## src/design/hkrb_pkg.sv

```systemverilog
`default_nettype none
// ----------------------------------------------------------------------------
// hkrb_pkg
// Shared types and constants of the keyboard report builder.
// ----------------------------------------------------------------------------
package hkrb_pkg;

    localparam int BOOT_SLOTS_DEF  = 6;
    localparam int MEDIA_SLOTS_DEF = 3;

    // Number of slots that the output report fields can carry.
    localparam int BOOT_LIST_SLOTS  = 6;
    localparam int MEDIA_LIST_SLOTS = 3;

    localparam logic [15:0] MOD_FIRST    = 16'h00E0;
    localparam logic [15:0] MOD_LAST     = 16'h00E7;
    localparam logic [15:0] BOOT_MAX     = 16'd231;
    localparam logic [15:0] MEDIA_OFFSET = 16'd255;

    typedef enum logic [1:0] {
        KIND_PRESS   = 2'd0,
        KIND_RELEASE = 2'd1,
        KIND_REL_ALL = 2'd2,
        KIND_SEND    = 2'd3
    } hkrb_kind_t;

    localparam logic REPORT_BOOT  = 1'b0;
    localparam logic REPORT_MEDIA = 1'b1;

    typedef enum logic [1:0] {
        ST_IDLE,
        ST_SCAN,
        ST_SEND_BOOT,
        ST_SEND_MEDIA
    } hkrb_state_t;

    typedef struct packed {
        logic mod_update;  // apply the incoming modifier press or release
        logic clear_all;   // release every key and modifier
        logic start;       // latch key, bank and direction, rewind the slot index
        logic step;        // advance the slot index
        logic fill;        // write the key into the current slot
        logic remove;      // drop the current slot and close the gap
        logic load_boot;   // put the boot report into the output register
        logic load_media;  // put the media report into the output register
    } hkrb_cmd_t;

    typedef struct packed {
        logic cls_mod;
        logic cls_boot;
        logic cls_media;
        logic press;
        logic slot_empty;
        logic slot_match;
        logic slot_last;
        logic boot_dirty;
        logic media_dirty;
        logic out_free;
    } hkrb_status_t;

endpackage : hkrb_pkg
`default_nettype wire

```

## src/design/hkrb_ctrl.sv

```systemverilog
`default_nettype none
// ----------------------------------------------------------------------------
// hkrb_ctrl
// Sequencer: decodes each event and steps the slot scan and the report sends.
// ----------------------------------------------------------------------------
module hkrb_ctrl
    import hkrb_pkg::*;
(
    input  wire logic         clk,
    input  wire logic         rst_n,
    input  wire logic         in_valid,
    input  wire logic [1:0]   in_kind,
    output logic              in_ready,
    input  wire hkrb_status_t status,
    output hkrb_cmd_t         cmd
);

    hkrb_state_t state_reg;
    hkrb_state_t state_next;
    logic        accept;

    assign in_ready = (state_reg == ST_IDLE);
    assign accept   = in_valid && in_ready;

    always_ff @(posedge clk or negedge rst_n)
    begin
        if (!rst_n)
        begin
            state_reg <= ST_IDLE;
        end
        else
        begin
            state_reg <= state_next;
        end
    end

    always_comb
    begin
        state_next = state_reg;
        cmd        = '0;
        unique case (state_reg)
            ST_IDLE:
            begin
                if (accept)
                begin
                    unique case (hkrb_kind_t'(in_kind))
                        KIND_PRESS, KIND_RELEASE:
                        begin
                            if (status.cls_mod)
                            begin
                                cmd.mod_update = 1'b1;
                            end
                            else if (status.cls_boot || status.cls_media)
                            begin
                                cmd.start  = 1'b1;
                                state_next = ST_SCAN;
                            end
                        end
                        KIND_REL_ALL:
                        begin
                            cmd.clear_all = 1'b1;
                        end
                        KIND_SEND:
                        begin
                            state_next = ST_SEND_BOOT;
                        end
                        default:
                        begin
                            state_next = ST_IDLE;
                        end
                    endcase
                end
            end
            ST_SCAN:
            begin
                if (status.press)
                begin
                    priority if (status.slot_empty)
                    begin
                        cmd.fill   = 1'b1;
                        state_next = ST_IDLE;
                    end
                    else if (status.slot_match || status.slot_last)
                    begin
                        state_next = ST_IDLE;
                    end
                    else
                    begin
                        cmd.step = 1'b1;
                    end
                end
                else
                begin
                    priority if (status.slot_match)
                    begin
                        cmd.remove = 1'b1;
                        state_next = ST_IDLE;
                    end
                    else if (status.slot_last)
                    begin
                        state_next = ST_IDLE;
                    end
                    else
                    begin
                        cmd.step = 1'b1;
                    end
                end
            end
            ST_SEND_BOOT:
            begin
                if (!status.boot_dirty)
                begin
                    state_next = ST_SEND_MEDIA;
                end
                else if (status.out_free)
                begin
                    cmd.load_boot = 1'b1;
                    state_next    = ST_SEND_MEDIA;
                end
            end
            ST_SEND_MEDIA:
            begin
                if (!status.media_dirty)
                begin
                    state_next = ST_IDLE;
                end
                else if (status.out_free)
                begin
                    cmd.load_media = 1'b1;
                    state_next     = ST_IDLE;
                end
            end
            default:
            begin
                state_next = ST_IDLE;
            end
        endcase
    end

endmodule : hkrb_ctrl
`default_nettype wire

```

## src/design/hkrb_datapath.sv

```systemverilog
`default_nettype none
// ----------------------------------------------------------------------------
// hkrb_datapath
// Key slots, modifier mask, dirty flags, slot scan unit and report register.
// ----------------------------------------------------------------------------
module hkrb_datapath
    import hkrb_pkg::*;
#(
    parameter int BOOT_SLOTS  = BOOT_SLOTS_DEF,
    parameter int MEDIA_SLOTS = MEDIA_SLOTS_DEF
)
(
    input  wire logic       clk,
    input  wire logic       rst_n,
    input  wire logic [1:0] in_kind,
    input  wire logic [15:0] in_scancode,
    input  wire hkrb_cmd_t  cmd,
    output hkrb_status_t    status,
    output logic            out_valid,
    input  wire logic       out_ready,
    output logic            out_report_kind,
    output logic [7:0]      out_modifier_bits,
    output logic [47:0]     out_boot_key_list,
    output logic [47:0]     out_media_key_list,
    output logic            out_last_report
);

    localparam int MAX_SLOTS = (BOOT_SLOTS > MEDIA_SLOTS) ? BOOT_SLOTS : MEDIA_SLOTS;
    localparam int IDX_W     = (MAX_SLOTS > 1) ? $clog2(MAX_SLOTS) : 1;
    localparam logic [IDX_W-1:0] BOOT_LAST  = IDX_W'(BOOT_SLOTS - 1);
    localparam logic [IDX_W-1:0] MEDIA_LAST = IDX_W'(MEDIA_SLOTS - 1);

    logic [7:0]       modifier_reg;
    logic [7:0]       boot_reg  [BOOT_SLOTS];
    logic [15:0]      media_reg [MEDIA_SLOTS];
    logic             boot_dirty_reg;
    logic             media_dirty_reg;
    logic [15:0]      key_reg;
    logic             bank_reg;   // 0 boot slots, 1 media slots
    logic             press_reg;
    logic [IDX_W-1:0] idx_reg;

    logic             out_valid_reg;
    logic             out_kind_reg;
    logic [7:0]       out_mod_reg;
    logic [47:0]      out_boot_reg;
    logic [47:0]      out_media_reg;
    logic             out_last_reg;

    logic [7:0]       boot_up  [BOOT_SLOTS];
    logic [15:0]      media_up [MEDIA_SLOTS];
    logic [15:0]      cur_slot;
    logic [7:0]       mod_bit;
    logic [7:0]       mod_new;
    logic             is_press;
    logic [47:0]      boot_list;
    logic [47:0]      media_list;
    logic             boot_nonzero;
    logic             media_nonzero;

    assign is_press = (hkrb_kind_t'(in_kind) == KIND_PRESS);
    assign mod_bit  = 8'(1) << in_scancode[2:0];
    assign mod_new  = is_press ? (modifier_reg | mod_bit) : (modifier_reg & ~mod_bit);

    // Contents of each bank moved down by one slot, used to close a gap.
    always_comb
    begin
        for (int k = 0; k < BOOT_SLOTS - 1; k++)
        begin
            boot_up[k] = boot_reg[k + 1];
        end
        boot_up[BOOT_SLOTS - 1] = 8'd0;
        for (int k = 0; k < MEDIA_SLOTS - 1; k++)
        begin
            media_up[k] = media_reg[k + 1];
        end
        media_up[MEDIA_SLOTS - 1] = 16'd0;
    end

    always_comb
    begin
        cur_slot = 16'd0;
        if (bank_reg)
        begin
            for (int k = 0; k < MEDIA_SLOTS; k++)
            begin
                if (idx_reg == IDX_W'(k))
                begin
                    cur_slot = media_reg[k];
                end
            end
        end
        else
        begin
            for (int k = 0; k < BOOT_SLOTS; k++)
            begin
                if (idx_reg == IDX_W'(k))
                begin
                    cur_slot = {8'd0, boot_reg[k]};
                end
            end
        end
    end

    always_comb
    begin
        boot_list     = '0;
        media_list    = '0;
        boot_nonzero  = 1'b0;
        media_nonzero = 1'b0;
        for (int k = 0; k < BOOT_SLOTS; k++)
        begin
            if (k < BOOT_LIST_SLOTS)
            begin
                boot_list[8*k +: 8] = boot_reg[k];
            end
            boot_nonzero = boot_nonzero | (boot_reg[k] != 8'd0);
        end
        for (int k = 0; k < MEDIA_SLOTS; k++)
        begin
            if (k < MEDIA_LIST_SLOTS)
            begin
                media_list[16*k +: 16] = media_reg[k];
            end
            media_nonzero = media_nonzero | (media_reg[k] != 16'd0);
        end
    end

    always_comb
    begin
        status.cls_mod     = (in_scancode >= MOD_FIRST) && (in_scancode <= MOD_LAST);
        status.cls_boot    = (in_scancode != 16'd0) && (in_scancode <= BOOT_MAX);
        status.cls_media   = (in_scancode > MEDIA_OFFSET);
        status.press       = press_reg;
        status.slot_empty  = (cur_slot == 16'd0);
        status.slot_match  = (cur_slot == key_reg);
        status.slot_last   = bank_reg ? (idx_reg == MEDIA_LAST) : (idx_reg == BOOT_LAST);
        status.boot_dirty  = boot_dirty_reg;
        status.media_dirty = media_dirty_reg;
        status.out_free    = !out_valid_reg || out_ready;
    end

    // Scan registers.
    always_ff @(posedge clk or negedge rst_n)
    begin
        if (!rst_n)
        begin
            key_reg   <= '0;
            bank_reg  <= 1'b0;
            press_reg <= 1'b0;
            idx_reg   <= '0;
        end
        else if (cmd.start)
        begin
            bank_reg  <= status.cls_media;
            press_reg <= is_press;
            idx_reg   <= '0;
            key_reg   <= status.cls_media ? (in_scancode - MEDIA_OFFSET) : in_scancode;
        end
        else if (cmd.step)
        begin
            idx_reg <= idx_reg + IDX_W'(1);
        end
    end

    // Key state and dirty flags.
    always_ff @(posedge clk or negedge rst_n)
    begin
        if (!rst_n)
        begin
            modifier_reg    <= '0;
            boot_dirty_reg  <= 1'b0;
            media_dirty_reg <= 1'b0;
            for (int k = 0; k < BOOT_SLOTS; k++)
            begin
                boot_reg[k] <= '0;
            end
            for (int k = 0; k < MEDIA_SLOTS; k++)
            begin
                media_reg[k] <= '0;
            end
        end
        else
        begin
            priority if (cmd.clear_all)
            begin
                modifier_reg <= '0;
                for (int k = 0; k < BOOT_SLOTS; k++)
                begin
                    boot_reg[k] <= '0;
                end
                for (int k = 0; k < MEDIA_SLOTS; k++)
                begin
                    media_reg[k] <= '0;
                end
                if ((modifier_reg != 8'd0) || boot_nonzero)
                begin
                    boot_dirty_reg <= 1'b1;
                end
                if (media_nonzero)
                begin
                    media_dirty_reg <= 1'b1;
                end
            end
            else if (cmd.mod_update)
            begin
                if (mod_new != modifier_reg)
                begin
                    modifier_reg   <= mod_new;
                    boot_dirty_reg <= 1'b1;
                end
            end
            else if (cmd.fill)
            begin
                if (bank_reg)
                begin
                    for (int k = 0; k < MEDIA_SLOTS; k++)
                    begin
                        if (idx_reg == IDX_W'(k))
                        begin
                            media_reg[k] <= key_reg;
                        end
                    end
                    media_dirty_reg <= 1'b1;
                end
                else
                begin
                    for (int k = 0; k < BOOT_SLOTS; k++)
                    begin
                        if (idx_reg == IDX_W'(k))
                        begin
                            boot_reg[k] <= key_reg[7:0];
                        end
                    end
                    boot_dirty_reg <= 1'b1;
                end
            end
            else if (cmd.remove)
            begin
                if (bank_reg)
                begin
                    for (int k = 0; k < MEDIA_SLOTS; k++)
                    begin
                        if (IDX_W'(k) >= idx_reg)
                        begin
                            media_reg[k] <= media_up[k];
                        end
                    end
                    media_dirty_reg <= 1'b1;
                end
                else
                begin
                    for (int k = 0; k < BOOT_SLOTS; k++)
                    begin
                        if (IDX_W'(k) >= idx_reg)
                        begin
                            boot_reg[k] <= boot_up[k];
                        end
                    end
                    boot_dirty_reg <= 1'b1;
                end
            end
            else if (cmd.load_boot)
            begin
                boot_dirty_reg <= 1'b0;
            end
            else if (cmd.load_media)
            begin
                media_dirty_reg <= 1'b0;
            end
        end
    end

    // Output register: holds a report until the downstream side takes it.
    always_ff @(posedge clk or negedge rst_n)
    begin
        if (!rst_n)
        begin
            out_valid_reg <= 1'b0;
        end
        else if (cmd.load_boot || cmd.load_media)
        begin
            out_valid_reg <= 1'b1;
        end
        else if (out_ready)
        begin
            out_valid_reg <= 1'b0;
        end
    end

    always_ff @(posedge clk or negedge rst_n)
    begin
        if (!rst_n)
        begin
            out_kind_reg  <= REPORT_BOOT;
            out_mod_reg   <= '0;
            out_boot_reg  <= '0;
            out_media_reg <= '0;
            out_last_reg  <= 1'b0;
        end
        else if (cmd.load_boot)
        begin
            out_kind_reg  <= REPORT_BOOT;
            out_mod_reg   <= modifier_reg;
            out_boot_reg  <= boot_list;
            out_media_reg <= '0;
            out_last_reg  <= !media_dirty_reg;
        end
        else if (cmd.load_media)
        begin
            out_kind_reg  <= REPORT_MEDIA;
            out_mod_reg   <= '0;
            out_boot_reg  <= '0;
            out_media_reg <= media_list;
            out_last_reg  <= 1'b1;
        end
    end

    assign out_valid          = out_valid_reg;
    assign out_report_kind    = out_kind_reg;
    assign out_modifier_bits  = out_mod_reg;
    assign out_boot_key_list  = out_boot_reg;
    assign out_media_key_list = out_media_reg;
    assign out_last_report    = out_last_reg;

endmodule : hkrb_datapath
`default_nettype wire

```

## src/design/hid_key_report_builder_unit.sv

```systemverilog
// Modifier, release-all and ignored events finish when accepted; a slot key
// event then scans its bank, one slot compared per cycle. A send visits the
// boot and then the media send state, each waiting out any output stall;
// each report sits in the output register until taken. Throughput: one
// event at a time. Asynchronous active-low reset clears all keys,
// modifiers, dirty flags and the output register at once.
`default_nettype none
// ----------------------------------------------------------------------------
// hid_key_report_builder_unit
// Boot keyboard and media key report builder with change tracking.
// ----------------------------------------------------------------------------
module hid_key_report_builder_unit
    import hkrb_pkg::*;
#(
    parameter int BOOT_SLOTS  = BOOT_SLOTS_DEF,
    parameter int MEDIA_SLOTS = MEDIA_SLOTS_DEF
)
(
    input  wire logic         clk,
    input  wire logic         rst_n,
    input  wire logic         s_axis_tvalid,
    output logic              s_axis_tready,
    input  wire logic [15:0]  s_axis_tdata,   // [15:0] scancode
    input  wire logic [1:0]   s_axis_tuser,   // [1:0] kind
    output logic              m_axis_tvalid,
    input  wire logic         m_axis_tready,
    output logic [103:0]      m_axis_tdata,   // [7:0] modifier_bits,
                                              // [55:8] boot_key_list,
                                              // [103:56] media_key_list
    output logic [0:0]        m_axis_tuser,   // [0] report_kind
    output logic              m_axis_tlast    // last_report
);

    hkrb_cmd_t    cmd;
    hkrb_status_t status;
    logic [7:0]   modifier_bits;
    logic [47:0]  boot_key_list;
    logic [47:0]  media_key_list;

    hkrb_ctrl u_ctrl (
        .clk      (clk),
        .rst_n    (rst_n),
        .in_valid (s_axis_tvalid),
        .in_kind  (s_axis_tuser),
        .in_ready (s_axis_tready),
        .status   (status),
        .cmd      (cmd)
    );

    hkrb_datapath #(
        .BOOT_SLOTS  (BOOT_SLOTS),
        .MEDIA_SLOTS (MEDIA_SLOTS)
    ) u_datapath (
        .clk                (clk),
        .rst_n              (rst_n),
        .in_kind            (s_axis_tuser),
        .in_scancode        (s_axis_tdata),
        .cmd                (cmd),
        .status             (status),
        .out_valid          (m_axis_tvalid),
        .out_ready          (m_axis_tready),
        .out_report_kind    (m_axis_tuser[0]),
        .out_modifier_bits  (modifier_bits),
        .out_boot_key_list  (boot_key_list),
        .out_media_key_list (media_key_list),
        .out_last_report    (m_axis_tlast)
    );

    assign m_axis_tdata = {media_key_list, boot_key_list, modifier_bits};

endmodule : hid_key_report_builder_unit
`default_nettype wire

```

## config.mk

```make
export PLATFORM = sky130hd
export DESIGN_NAME = hid_key_report_builder_unit
export DESIGN_NICKNAME = d
export VERILOG_FILES = /design/src/design/hkrb_pkg.sv /design/src/design/hkrb_ctrl.sv /design/src/design/hkrb_datapath.sv /design/src/design/hid_key_report_builder_unit.sv
export SDC_FILE = /design/constraint.sdc
export NUM_CORES = 1
export LEC_CHECK = 0
export ABC_AREA = 1
export ABC_CLOCK_PERIOD_IN_PS = 3190
export BUFFER_PORTS_ARGS = -buffer_cell sky130_fd_sc_hd__buf_2
export CORE_MARGIN = 5
export CORE_UTILIZATION = 55
export CTS_BUF_LIST = sky130_fd_sc_hd__clkbuf_4
export DETAILED_ROUTE_END_ITERATION = 7
export PLACE_DENSITY = 0.78
export SLEW_MARGIN = 20
export SYNTH_ARGS = -nofsm -noshare
export SYNTH_HDL_FRONTEND = slang
export SYNTH_SLANG_ARGS = --single-unit
```

## constraint.sdc

```tcl
create_clock -name clk -period 3.19 [get_ports clk]
set_input_delay 0.4785 -clock clk [delete_from_list [all_inputs] [get_ports clk]]
set_output_delay 0.4785 -clock clk [all_outputs]
set_load 0.01 [all_outputs]
```

Yosys cells after proc, flatten, opt, wreduce, memory -nomap -nowiden --
Index checks and enable logic that the tools add are counted.
Operators by class: reduce and logical (&&, ||, !) cells 54, multiplexer cells 112, shift operators 1, bitwise logic cells 10, equal/unequal tests 33, order comparisons 9, add/subtract/negate cells 2
Operators with widths (number):
- two-way mux 48 bit | 16
- two-way mux 8 bit | 24
- two-way mux 16 bit | 11
- nonzero test 16 bit | 4
- nonzero test 8 bit | 7
- AND reduction 5 bit | 9
- two-way mux 1 bit | 42
- two-way mux 2 bit | 12
- nonzero test 3 bit | 7
- != test 3 x 1 -> 1 bit (second input constant) | 6
- == test 16 bit | 1
- >= comparator 16 x 8 -> 1 bit (second input constant) | 1
- greater-than comparator 16 x 8 -> 1 bit (second input constant) | 1
- less-or-equal comparator 16 x 8 -> 1 bit (second input constant) | 1
- zero test 16 bit | 1
- subtractor 16 x 8 -> 16 bit (second input constant) | 1
- two-way mux 3 bit | 5
- != test 3 bit (second input constant) | 5
- nonzero test 2 bit | 6
- bitwise AND 8 bit | 1
- == test 2 bit (second input constant) | 4
- != test 4 bit (second input constant) | 2
- != test 8 bit | 1
- NOT 8 bit | 1
- 29 further kinds | 52
Storage, ports and cells: bits in registers 236, input port bits 22, output and inout port bits 108

Depth between registers and ports, before layout --
Gate-level depths: netlist of the first run.
depth after elaboration 18, gate-level depth with buffers 24, mapped depth without buffers 20

Cells and area by module --
Synthesis of the first run repeated with hierarchy kept, for this count alone.
Unflattened totals: cell total of the unflattened synthesis 1538, area total of the unflattened synthesis 11902.7 µm²
By module, submodules not included:
- hkrb_datapath | sequential area each 5855.6 µm², area an instance 11619.9 µm², instances 1, cells an instance 1485
- hkrb_ctrl | sequential area each 50.0 µm², area an instance 282.8 µm², instances 1, cells an instance 53

Worst setup path after synthesis of the first run --
OpenSTA, ideal clock, no wires.
kind register -> register, from register u_datapath.idx_reg[0], to register u_datapath.media_reg (netlist bit u_datapath.media_list[23]), setup time 117 ps, setup slack 218 ps, required time 3073 ps, cell stages (with the launch flop) 24, arrival time 2855 ps, clock period less this slack 2972 ps, cells stage by stage dfrtp_1 -> buf_2 -> buf_2 -> inv_1 -> ha_1 -> nand2_8 -> inv_4 -> nor2_8 -> buf_6 -> nand2_1 -> nor2_1 -> nor2_1 -> nand2_1 -> nand2_1 -> nor2_1 -> nand3_2 -> nor2_4 -> nor2_2 -> nand2_4 -> buf_6 -> nand2_2 -> buf_6 -> nand2_1 -> nand2_1
Between the ends: cells in the longest elaborated chain, start to end 15, elaborated cells on any way between the ends 31
Ends and longest elaborated chain:
- start, declared | RTL line hkrb_datapath.sv:41 | logic [IDX_W-1:0] idx_reg;
- start signal, assigned | RTL line hkrb_datapath.sv:162 | idx_reg <= idx_reg + IDX_W'(1);
- zero test 3 bit | RTL line hkrb_datapath.sv:87, hkrb_datapath.sv:97
- two-way mux 8 bit (6 in a row) | RTL line hkrb_datapath.sv:97 | if (idx_reg == IDX_W'(k))
- two-way mux 16 bit | RTL line hkrb_datapath.sv:83 | if (bank_reg)
- zero test 16 bit | RTL line hkrb_datapath.sv:135 | status.slot_empty = (cur_slot == 16'd0);
- two-way mux 1 bit | RTL line hkrb_ctrl.sv:78 | priority if (status.slot_empty)
- two-way mux 1 bit | RTL line hkrb_ctrl.sv:76 | if (status.press)
- two-way mux 3 bit | RTL line hkrb_ctrl.sv:41 | unique case (state_reg)
- two-way mux 48 bit | RTL line hkrb_datapath.sv:213 | else if (cmd.fill)
- two-way mux 48 bit | RTL line hkrb_datapath.sv:205 | else if (cmd.mod_update)
- two-way mux 48 bit | RTL line hkrb_datapath.sv:185 | priority if (cmd.clear_all)
- end signal, assigned by index | RTL line hkrb_datapath.sv:221 | media_reg[k] <= key_reg;
- end signal, assigned by index | RTL line hkrb_datapath.sv:246 | media_reg[k] <= media_up[k];
- end, declared | RTL line hkrb_datapath.sv:35 | logic [15:0] media_reg [MEDIA_SLOTS];
Parallel ways exist; a longest one is shown, timed or not. The select of a mux whose other input is x is not followed. A chain may end at the register's enable or synchronous reset.

Final worst setup path of the first run --
from register u_datapath.idx_reg[0], to register u_datapath.media_reg (netlist bit u_datapath.media_list[26])
The elaborated chain is that of the path after synthesis.

==> flow_summary.ini, run 1 <==
[placed_design]
post_dp_cell_area_um2 = 13500
port_buffers = 129
hpwl_um = 30700
dp_cells = 2002
place.gp.congestion = 1.07
dp_slack_ps = 3.22

[yosys]
synth_edf_count = 0
ys.flop_type = dfrtp_1
ys_ff_latch = 236
synthCells = 1584
synth-warning-count = 0
postSynthNetCount = 1615
asyncSetResetFlopFracSynth = 1.00
ys_seq_area_frac = 0.485
synth_area_per_cell_um2 = 7.69
syn_area_um2 = 12200
ys_types = 45

[timing]
worst_slew_pin_slew_ps = 639
maxSlewHeadroom = 0.573
skew_ps = 44.5
period_minus_slack_ps = 2990
setup_ws_ps = 202
hold_violations = 0
min_period_over_period = 0.937
whs_ps = 93.7
final.setup.tns_ps = 0
fmax_mhz = 335
slew_violations = 0
setup_viol = 0

[setup_path]
critical_path.endpoint_type = flip-flop
cp_max_fo = 11
r2r_slack_ps = 200
crit_required_ps = 3760
startpoint_type = flip-flop
crit_type = flip-flop to flip-flop
crit_arrival_ps = 3550

[worst_hold_path]
hold_path.class = input pin to flip-flop

[clock_tree]
clkSinkCount = 236
cts-buffers-inserted = 61
tritoncts = built
cts_setup_buffers = 0
path_clk_slew_ps = 60
clock_path_buffers = 3
clock_latency_ps = 710
root_buffer = clkbuf_4
cts.htree.levels = 2

[grt]
grt_antenna_before_repair = 5
track_usage = 0.311
grt_overflow = 0
grt_start_max_net_pins = 74
grt_pass1_wl_um = 63700
grt_pass1_vias = 11300

[power_and_ir_drop]
p_leak_nw = 7.26
power-per-cell-area_nw_per_um2 = 853
ir_drop_uv = 284

[floorplanning]
coreArea_um2 = 21800
num_io_pins = 130
start_util = 0.558
die-area_um2 = 25200
rows = 54
die_height_um = 159
die-width_um = 159

[route]
firstDrtPassIters = 5
drt_iter0_drc = 1491
totalWireLength_um = 40000
final_antenna_net_count = 0
viasPerCell = 5.71
wl_per_cell_um = 19.0
vias = 12000
drc = 0

[cells_and_area]
instances_no_fill = 2107
syn2layout_area_growth_pct = 17.1
final_cell_area_um2 = 14300
regArea_um2 = 5910
multiInputGateArea_um2 = 5380
drive_gt1_frac = 0.182
fill_cells = 1974
finalNetCount = 1818

[status]
outcome = complete, no violations

[run]
max-cap-violations = 0
-- synth_stat cells, types with 3 or more instances --
cell / number / area [µm²]
a211oi_1: 3 / 22.5
a21oi_1: 25 / 125
a22o_1: 10 / 87.6
a31oi_1: 4 / 25.0
buf_2: 15 / 75.1
buf_4: 8 / 60.1
buf_6: 7 / 78.8
clkbuf_1: 32 / 120
clkinv_1: 4 / 15.0
dfrtp_1: 236 / 5910
ha_1: 9 / 113
inv_1: 149 / 559
inv_2: 5 / 18.8
nand2_1: 461 / 1730
nand2_2: 7 / 43.8
nand3_1: 122 / 611
nand3b_1: 7 / 52.6
nand4_1: 20 / 125
nor2_1: 117 / 439
nor2_2: 6 / 37.5
nor3_1: 10 / 50.1
nor4_1: 17 / 106
o211ai_1: 4 / 30.0
o21ai_0: 211 / 1060
o21ai_1: 35 / 175
o22ai_1: 14 / 87.6
xnor2_1: 3 / 26.3
xor2_1: 19 / 166
-- critical path: stages (launching register included) --
cell and delay, ps:
dfrtp_1 390, inv_2 100, ha_2 240, nand2_8 80
nor2_8 170, inv_2 120, o21ai_0 220, nor2_1 110
nand2_1 90, nand2_1 100, nor2_2 180, nand4_2 170
buf_4 180, o21ai_1 240, nor2_1 160, buf_4 210
nand3_1 80, nand2_1 50
-- area by class of cell --
type | count | share of cell area
antenna | 1 | 0.000176
clock buffer | 81 | 0.0427
clock inverter | 21 | 0.00623
inverter | 161 | 0.0430
multi-input combinational | 1123 | 0.377
sequential | 236 | 0.414
tap | 280 | 0.0246
timing repair buffer | 204 | 0.0920
-- placed cells by master, fill, tap and decap left out, types with 4 or more instances in the layout --
cell / count
o21ai_0: 208
ha_1: 7
buf_2: 128
nand4_1: 20
buf_4: 66
nand3b_1: 7
nand2_1: 458
nand3_1: 121
nor3_1: 10
dfrtp_1: 235
a21oi_1: 24
nand2_2: 8
buf_12: 7
clkbuf_4: 81
nor2_1: 115
o21ai_1: 38
o22ai_1: 14
xor2_1: 19
a31oi_1: 4
nor2_2: 6
a22o_1: 10
nor4_1: 17
nor2_4: 4
o211ai_1: 4
inv_1: 148
inv_2: 6
clkinv_1: 20
-- kinds of logic (layout without fill, tap and decap cells) --
logic type | after synthesis | after routing | share of synthesized area
xor+xnor | 22 | 22 | 0.0158
fa+ha+maj | 9 | 9 | 0.00925
compound gates | 310 | 310 | 0.135
simple gates | 782 | 782 | 0.277
flops | 236 | 236 | 0.485
other cells | 0 | 1 | 0
buf+inv | 225 | 467 | 0.0782
-- metrics by stage --
step | total power [mW] | util
after global routing | 13.0 | 0.653
after floorplan | 7.55 | -
after detailed placement | 9.65 | 0.618
final | 12.2 | 0.653
after CTS | 12.0 | 0.650
after global placement | 9.54 | 0.618
-- per-layer routing --
metal,vias up,track usage,share of wire,wire [µm]
met1,5632,0.478,0.45,17900
li1,5620,-,-,-
met4,4,0.0790,0.023,906
met2,684,0.438,0.41,16400
met3,81,0.0837,0.12,4770
met5,-,0,0.00067,27
-- final timing paths --
| path | startpoint | end | depth (start not counted) |
|---|---|---|---|
| worst max-delay path | u_datapath.idx_reg[0] | u_datapath.media_list[26] | 17 |
| worst min-delay path | s_axis_tdata[15] | u_datapath.key_reg[15] | 3 |
| worst max register to register | u_datapath.idx_reg[0] | u_datapath.media_list[26] | 17 |
| worst min register to register | u_datapath.out_media_key_list[6] | u_datapath.out_media_key_list[6] | 2 |
| max in group asynchronous | rst_n | u_datapath.idx_reg[2] | 3 |
| min in group asynchronous | rst_n | u_datapath.out_media_key_list[11] | 2 |
-- report_power, final --
part / internal, mW / switching (mW)
registers: 3.86 / 0.736
logic: 1.82 / 3.37
clock network: 1.17 / 1.21
total: 6.85 / 5.32
-- timing repair --
| item | 4_1_cts | 5_1_grt |
|---|---|---|
| setup endpoints to repair | 0 | 97 |
| hold endpoints to repair | 70 | 0 |
| gates resized for setup | 0 | 20 |
| hold buffers | 2 | 0 |
Power figures use the tool's default switching activity.
==> inputs of run 2 (changes only) <==
- SYNTH_HIERARCHICAL: default -> 1
==> run 2 against run 1 <==
Net effect:
- die area down 2.1%
- worst hold slack better by 17 ps
- register-to-register slack worse by 470 ps
- combinational power is 30% higher
- the flow now finishes with violations (negative setup slack)
- via count decreased by 0.64%
- worst setup slack worse by 470 ps
- clock power grew 3%
==> flow_summary.ini, run 2 <==
[yosys]
postSynthNetCount = 1569
synth_area_per_cell_um2 = 7.74
ys_types = 46
ys_seq_area_frac = 0.496
syn_area_um2 = 11900
yosys-top-cells-area = dfrtp_1 (50%), o21ai_0 (13%), nand2_1 (12%), inv_1 (6.3%), nand3_1 (4.1%)
synth-warning-count = 6
ys_ff_latch = 236
yosysTopAreaCellShare = 0.496
asyncSetResetFlopFracSynth = 1.00
ys.flop_type = dfrtp_1
yosysTopAreaCell = dfrtp_1
synth_edf_count = 0
synth_most_common_cell = nand2_1
synthTopCellsByCount = nand2_1 (373), o21ai_0 (320), dfrtp_1 (236)
synthCells = 1538

[cells_and_area]
final_common_cell = nand2_1
syn2layout_area_growth_pct = 26.0
fill_cells = 1711
finalNetCount = 1819
drive_gt1_frac = 0.257
layout_common_cells = nand2_1 (346), o21ai_0 (287), dfrtp_1 (234)
final_cell_area_um2 = 15000

[grt]
grt_overflow = 0
grt_start_max_net_pins = 106
grt_pass1_vias = 11500
grt_pass1_wl_um = 59000
grt_antenna_before_repair = 1
track_usage = 0.295

[timing]
skew_ps = 35.9
maxSlewHeadroom = 0.268
hold_violations = 0
period_minus_slack_ps = 3460
setup_ws_ps = -270
worst_slew_pin_slew_ps = 1100
slew_violations = 0
min_period_over_period = 1.08
final.setup.tns_ps = -14550
rsz0062_at_grt = yes
whs_ps = 111
fmax_mhz = 289
setup_viol = 97

[placed_design]
place.gp.congestion = 0.965
post_dp_cell_area_um2 = 13600
port_buffers = 129
hpwl_um = 25400

[floorplanning]
die-area_um2 = 24700
coreArea_um2 = 21200
die_height_um = 157
rows = 53
start_util = 0.563
num_io_pins = 130
die-width_um = 157

[setup_path]
r2r-end = u_datapath/media_dirty_reg
critical_path.endpoint_type = flip-flop
startpoint_type = flip-flop
cp_max_fo = 4
slowest_stage = dfrtp_2
crit_arrival_ps = 4020
r2r_cells = 30
crit_required_ps = 3750
cpMostUsedCell = nand2_1
r2r_slack_ps = -270
worstReg2RegStart = u_datapath/idx_reg[1]
slowest_delay_ps = 460
crit_type = flip-flop to flip-flop

[route]
drt_iter0_drc = 1274
totalWireLength_um = 36900
vias = 11900
final_antenna_net_count = 0
viasPerCell = 5.65
firstDrtPassIters = 5
wl_per_cell_um = 17.5
drc = 0

[power_and_ir_drop]
p_int_mw = 7.94
power-per-cell-area_nw_per_um2 = 947
ir_drop_uv = 517
power.share.combinational = 0.477
swShare = 0.441
p_leak_nw = 7.45
share_seq_of_total_power = 0.351
switchingPower_mw = 6.27
power_frac_clock = 0.173

[clock_tree]
cts-buffers-inserted = 60
root_buffer = clkbuf_4
clock_latency_ps = 700
clock_path_buffers = 3
clkSinkCount = 236
path_clk_slew_ps = 70
cts.htree.levels = 2
tritoncts = built

[worst_hold_path]
min_path_cells = 3
hold_path.class = input pin to flip-flop
min_to = u_datapath/key_reg[9]
min-delay-start = s_axis_tdata[9]

[status]
violations = negative setup slack
outcome = finished with violations

[run]
max-cap-violations = 0
## run 2: area by class of cell
| cell class | count | area (µm²) | share of cell area |
|---|---|---|---|
| antenna | 1 | 2.50 | 0.000167 |
| clock inverter | 36 | 154 | 0.0103 |
| clock buffer | 77 | 578 | 0.0385 |
| tap | 275 | 344 | 0.0229 |
| inverter | 206 | 802 | 0.0535 |
| sequential | 236 | 5910 | 0.394 |
| multi-input combinational | 1023 | 5310 | 0.354 |
| timing repair buffer | 261 | 1900 | 0.127 |
## run 2: metal layers
metal | up-vias | global-route usage | part of all wire
met5 | - | 0 | 0
met4 | 0 | 0.0971 | 0.029
met3 | 104 | 0.0586 | 0.084
met2 | 597 | 0.462 | 0.46
met1 | 5671 | 0.419 | 0.42
li1 | 5572 | - | -
## run 2: worst max path at each step
stage          slack, ps                          to             startpoint  depth (start not counted)
2_1_floorplan        -30    u_datapath/boot_list[29]  u_datapath/idx_reg[1]                         24
3_3_place_gp        -360    u_datapath/boot_list[31]  u_datapath/idx_reg[1]                         22
3_5_place_dp        -440    u_datapath/boot_list[28]  u_datapath/idx_reg[1]                         24
4_1_cts             -160    u_datapath/boot_list[47]  u_datapath/idx_reg[0]                         28
5_1_grt             -490  u_datapath/media_dirty_reg  u_datapath/idx_reg[1]                         30
6_report            -270  u_datapath/media_dirty_reg  u_datapath/idx_reg[1]                         30
## run 2: cells by family after synthesis
logic type / Yosys count / share of synthesized area
flip-flops: 236 / 0.496
XOR/XNOR: 9 / 0.00662
buffers and inverters: 279 / 0.0950
adder cells (fa/ha/maj): 9 / 0.00946
AND/OR/NAND/NOR: 618 / 0.222
AO/OA/AOI/OAI: 387 / 0.170
## run 2: power by group through the flow
stage                     registers (mW)  clock network [mW]  logic (mW)
final                               4.98                2.45        6.77
after global routing                5.12                2.68        7.41
after CTS                           4.95                2.51        6.38
after detailed placement            4.99                   0        6.09
after global placement              4.97                   0        5.95
after floorplan                     5.02                   0        3.46
## run 2: per-stage QoR
stage          setup WS [ps]   util  instances  power [mW]
2_1_floorplan          -27.0      -       1538        8.48
3_3_place_gp            -362  0.644       1973        10.9
3_5_place_dp            -438  0.644       1973        11.1
4_1_cts                 -158  0.698       2108        13.8
5_1_grt                 -486  0.709       2115        15.2
6_report                -270  0.709       2115        14.2
## run 2: repair_timing
item	4_1_cts	5_1_grt
setup buffers	17	6
pin swaps	14	29
gates resized for setup	71	61
setup endpoints to repair	96	102
endpoints found under the hold margin	58	0
hold buffers	1	0
cloned	4	2
## run 2: worst max-delay path: cells and delay by family, from the launching register on
kind                       cells  cell delay (ps)
buffers and inverters          8              900
and+or+nand+nor               18             1510
AOI/OAI and AO/OA              3              290
adders and majority gates      1              150
DFF                            1              460
==> inputs of run 3 (changes only) <==
--- a/config.mk
+++ b/config.mk
@@ -13,4 +13,5 @@
 export CTS_BUF_LIST = sky130_fd_sc_hd__clkbuf_4
 export DETAILED_ROUTE_END_ITERATION = 7
+export MAX_ROUTING_LAYER = met4
 export PLACE_DENSITY = 0.78
 export SLEW_MARGIN = 20
==> constraint.sdc (replaced) <==
create_clock -name clk -period 3.19 [get_ports clk]
set_input_delay 0.4785 -clock clk [delete_from_list [all_inputs] [get_ports clk]]
set_output_delay 0.4785 -clock clk [all_outputs]
set_load 0.02 [all_outputs]
==> run 3 against run 2 <==
Net effect:
- the flow still finishes with violations (negative setup slack)
- sequential share of layout area shrank 0.56 points
- non-clock buffer count increased by 10
- clock-buffer cell count grew 5
- utilization is 1.0 points higher
- die area unchanged
- final cell count increased by 0.24%
- final area is 1.4% higher
- largest cell class unchanged
- highest routed layer unchanged
==> flow_summary.ini, run 3 (synthesis gave the netlist of run 2 again) <==
[status]
outcome = finished with violations
violations = negative setup slack

[clock_tree]
clkSinkCount = 236
clock_path_buffers = 3
root_buffer = clkbuf_4
cts.htree.levels = 2
path_clk_slew_ps = 70
clock_latency_ps = 700
cts-buffers-inserted = 59
tritoncts = built

[floorplanning]
start_util = 0.563
rows = 53
die_height_um = 157
num_io_pins = 130
coreArea_um2 = 21200
die-width_um = 157
die-area_um2 = 24700

[power_and_ir_drop]
power-per-cell-area_nw_per_um2 = 977
ir_drop_uv = 568
p_leak_nw = 7.57
p_total_mw = 14.9

[setup_path]
crit_type = flip-flop to flip-flop
startpoint_type = flip-flop
crit_required_ps = 3740
critical_path.endpoint_type = flip-flop
crit_arrival_ps = 4000
cp_max_fo = 8

[cells_and_area]
regArea_um2 = 5910
multiInputGateArea_um2 = 5400
finalNetCount = 1829
syn2layout_area_growth_pct = 27.8
layout_common_cells = nand2_1 (339), o21ai_0 (253), dfrtp_1 (234)
drive_gt1_frac = 0.271
fill_cells = 1673
final_common_cell = nand2_1
instances_no_fill = 2120

[worst_hold_path]
hold_path.class = input pin to flip-flop

[grt]
track_usage = 0.307
grt_start_max_net_pins = 106
grt_overflow = 0
grt_pass1_wl_um = 59600
grt_pass1_vias = 11700
grt_antenna_before_repair = 1

[route]
viasPerCell = 5.70
drt_iter0_drc = 1293
vias = 12100
final_antenna_net_count = 0
totalWireLength_um = 37700
wl_per_cell_um = 17.8
firstDrtPassIters = 6
drc = 0

[timing]
hold_violations = 0
slew_violations = 0
skew_ps = 50.8
fmax_mhz = 289
setup_viol = 100
min_period_over_period = 1.08
worst_slew_pin_slew_ps = 1050
setup_ws_ps = -264
rsz0062_at_grt = yes
whs_ps = 138
final.setup.tns_ps = -17980
maxSlewHeadroom = 0.303
period_minus_slack_ps = 3450

[placed_design]
hpwl_um = 25600
dp_slack_ps = -367
place.gp.congestion = 0.949
dp_cells = 1983
port_buffers = 129

[run]
max-cap-violations = 0
==> run 3: cell type report <==
type / count / share of cell area
repair buffers: 271 / 0.133
repair inverters: 1 / 0.000247
inverters: 206 / 0.0517
well taps: 275 / 0.0226
multi-input cells: 1023 / 0.355
diodes: 1 / 0.000164
clock buffers: 82 / 0.0405
flip-flops and latches: 236 / 0.388
clock inverters: 25 / 0.00863
==> run 3: worst max-delay path, cell delays in order, from the launching register on <==
cell       delay [ps]
dfrtp_2           460
inv_4              90
buf_4             110
nand2_4            60
nor2_1            170
buf_4             180
nand2_1            60
a31oi_1           340
nand2_1           210
nand2_1           110
nand3_1            70
nor2_1             90
nand2_1            80
nor2_2            110
nand2_1            70
nor2_2            150
nor2_2             80
nor2_4            140
o21ai_2            90
buf_4             150
nor2_4            200
clkbuf_16         210
o21ai_0            80
==> run 3: power by group <==
group          switching [mW]  internal [mW]  total, mW  leakage [nW]
clock                    1.24           1.28       2.52         0.442
sequential              0.819           4.17       4.98          2.99
combinational            4.64           2.73       7.37          4.14
total                    6.70           8.17       14.9          7.57
==> run 3: repair_timing <==
action                                  CTS  global route
hold buffers                              1             0
buffers inserted                         14             7
cloned                                    3             5
endpoints found under the setup margin   96           103
pin swaps                                 9            19
hold endpoints to repair                 70             0
resized for setup                        55           134
==> run 3: routing by layer <==
metal	up-vias	track usage	routed length, µm
met1	5761	0.411	15400
met3	126	0.0500	3240
li1	5587	-	-
met4	0	0.106	1230
met2	617	0.481	17800
met5	-	-	0
==> run 3: worst paths after layout <==
check                                                  start                                 to  slack (ps)  cells after the start
max reg2reg                            u_datapath/idx_reg[1]          u_datapath/media_list[22]        -260                     22
max                                    u_datapath/idx_reg[1]          u_datapath/media_list[22]        -260                     22
min reg2reg                u_datapath/out_media_key_list[31]  u_datapath/out_media_key_list[31]         480                      2
min                                         s_axis_tdata[10]             u_datapath/key_reg[10]         140                      3
min in group asynchronous                              rst_n           u_datapath/media_list[2]         380                      2
max in group asynchronous                              rst_n              u_datapath/idx_reg[1]        1880                      3
==> run 3: metrics by stage <==
step	instance area, µm²	util
final	15200	0.719
after CTS	14800	0.700
after global routing	15200	0.719
after global placement	13700	0.648
after detailed placement	13700	0.648
after floorplan	12000	-
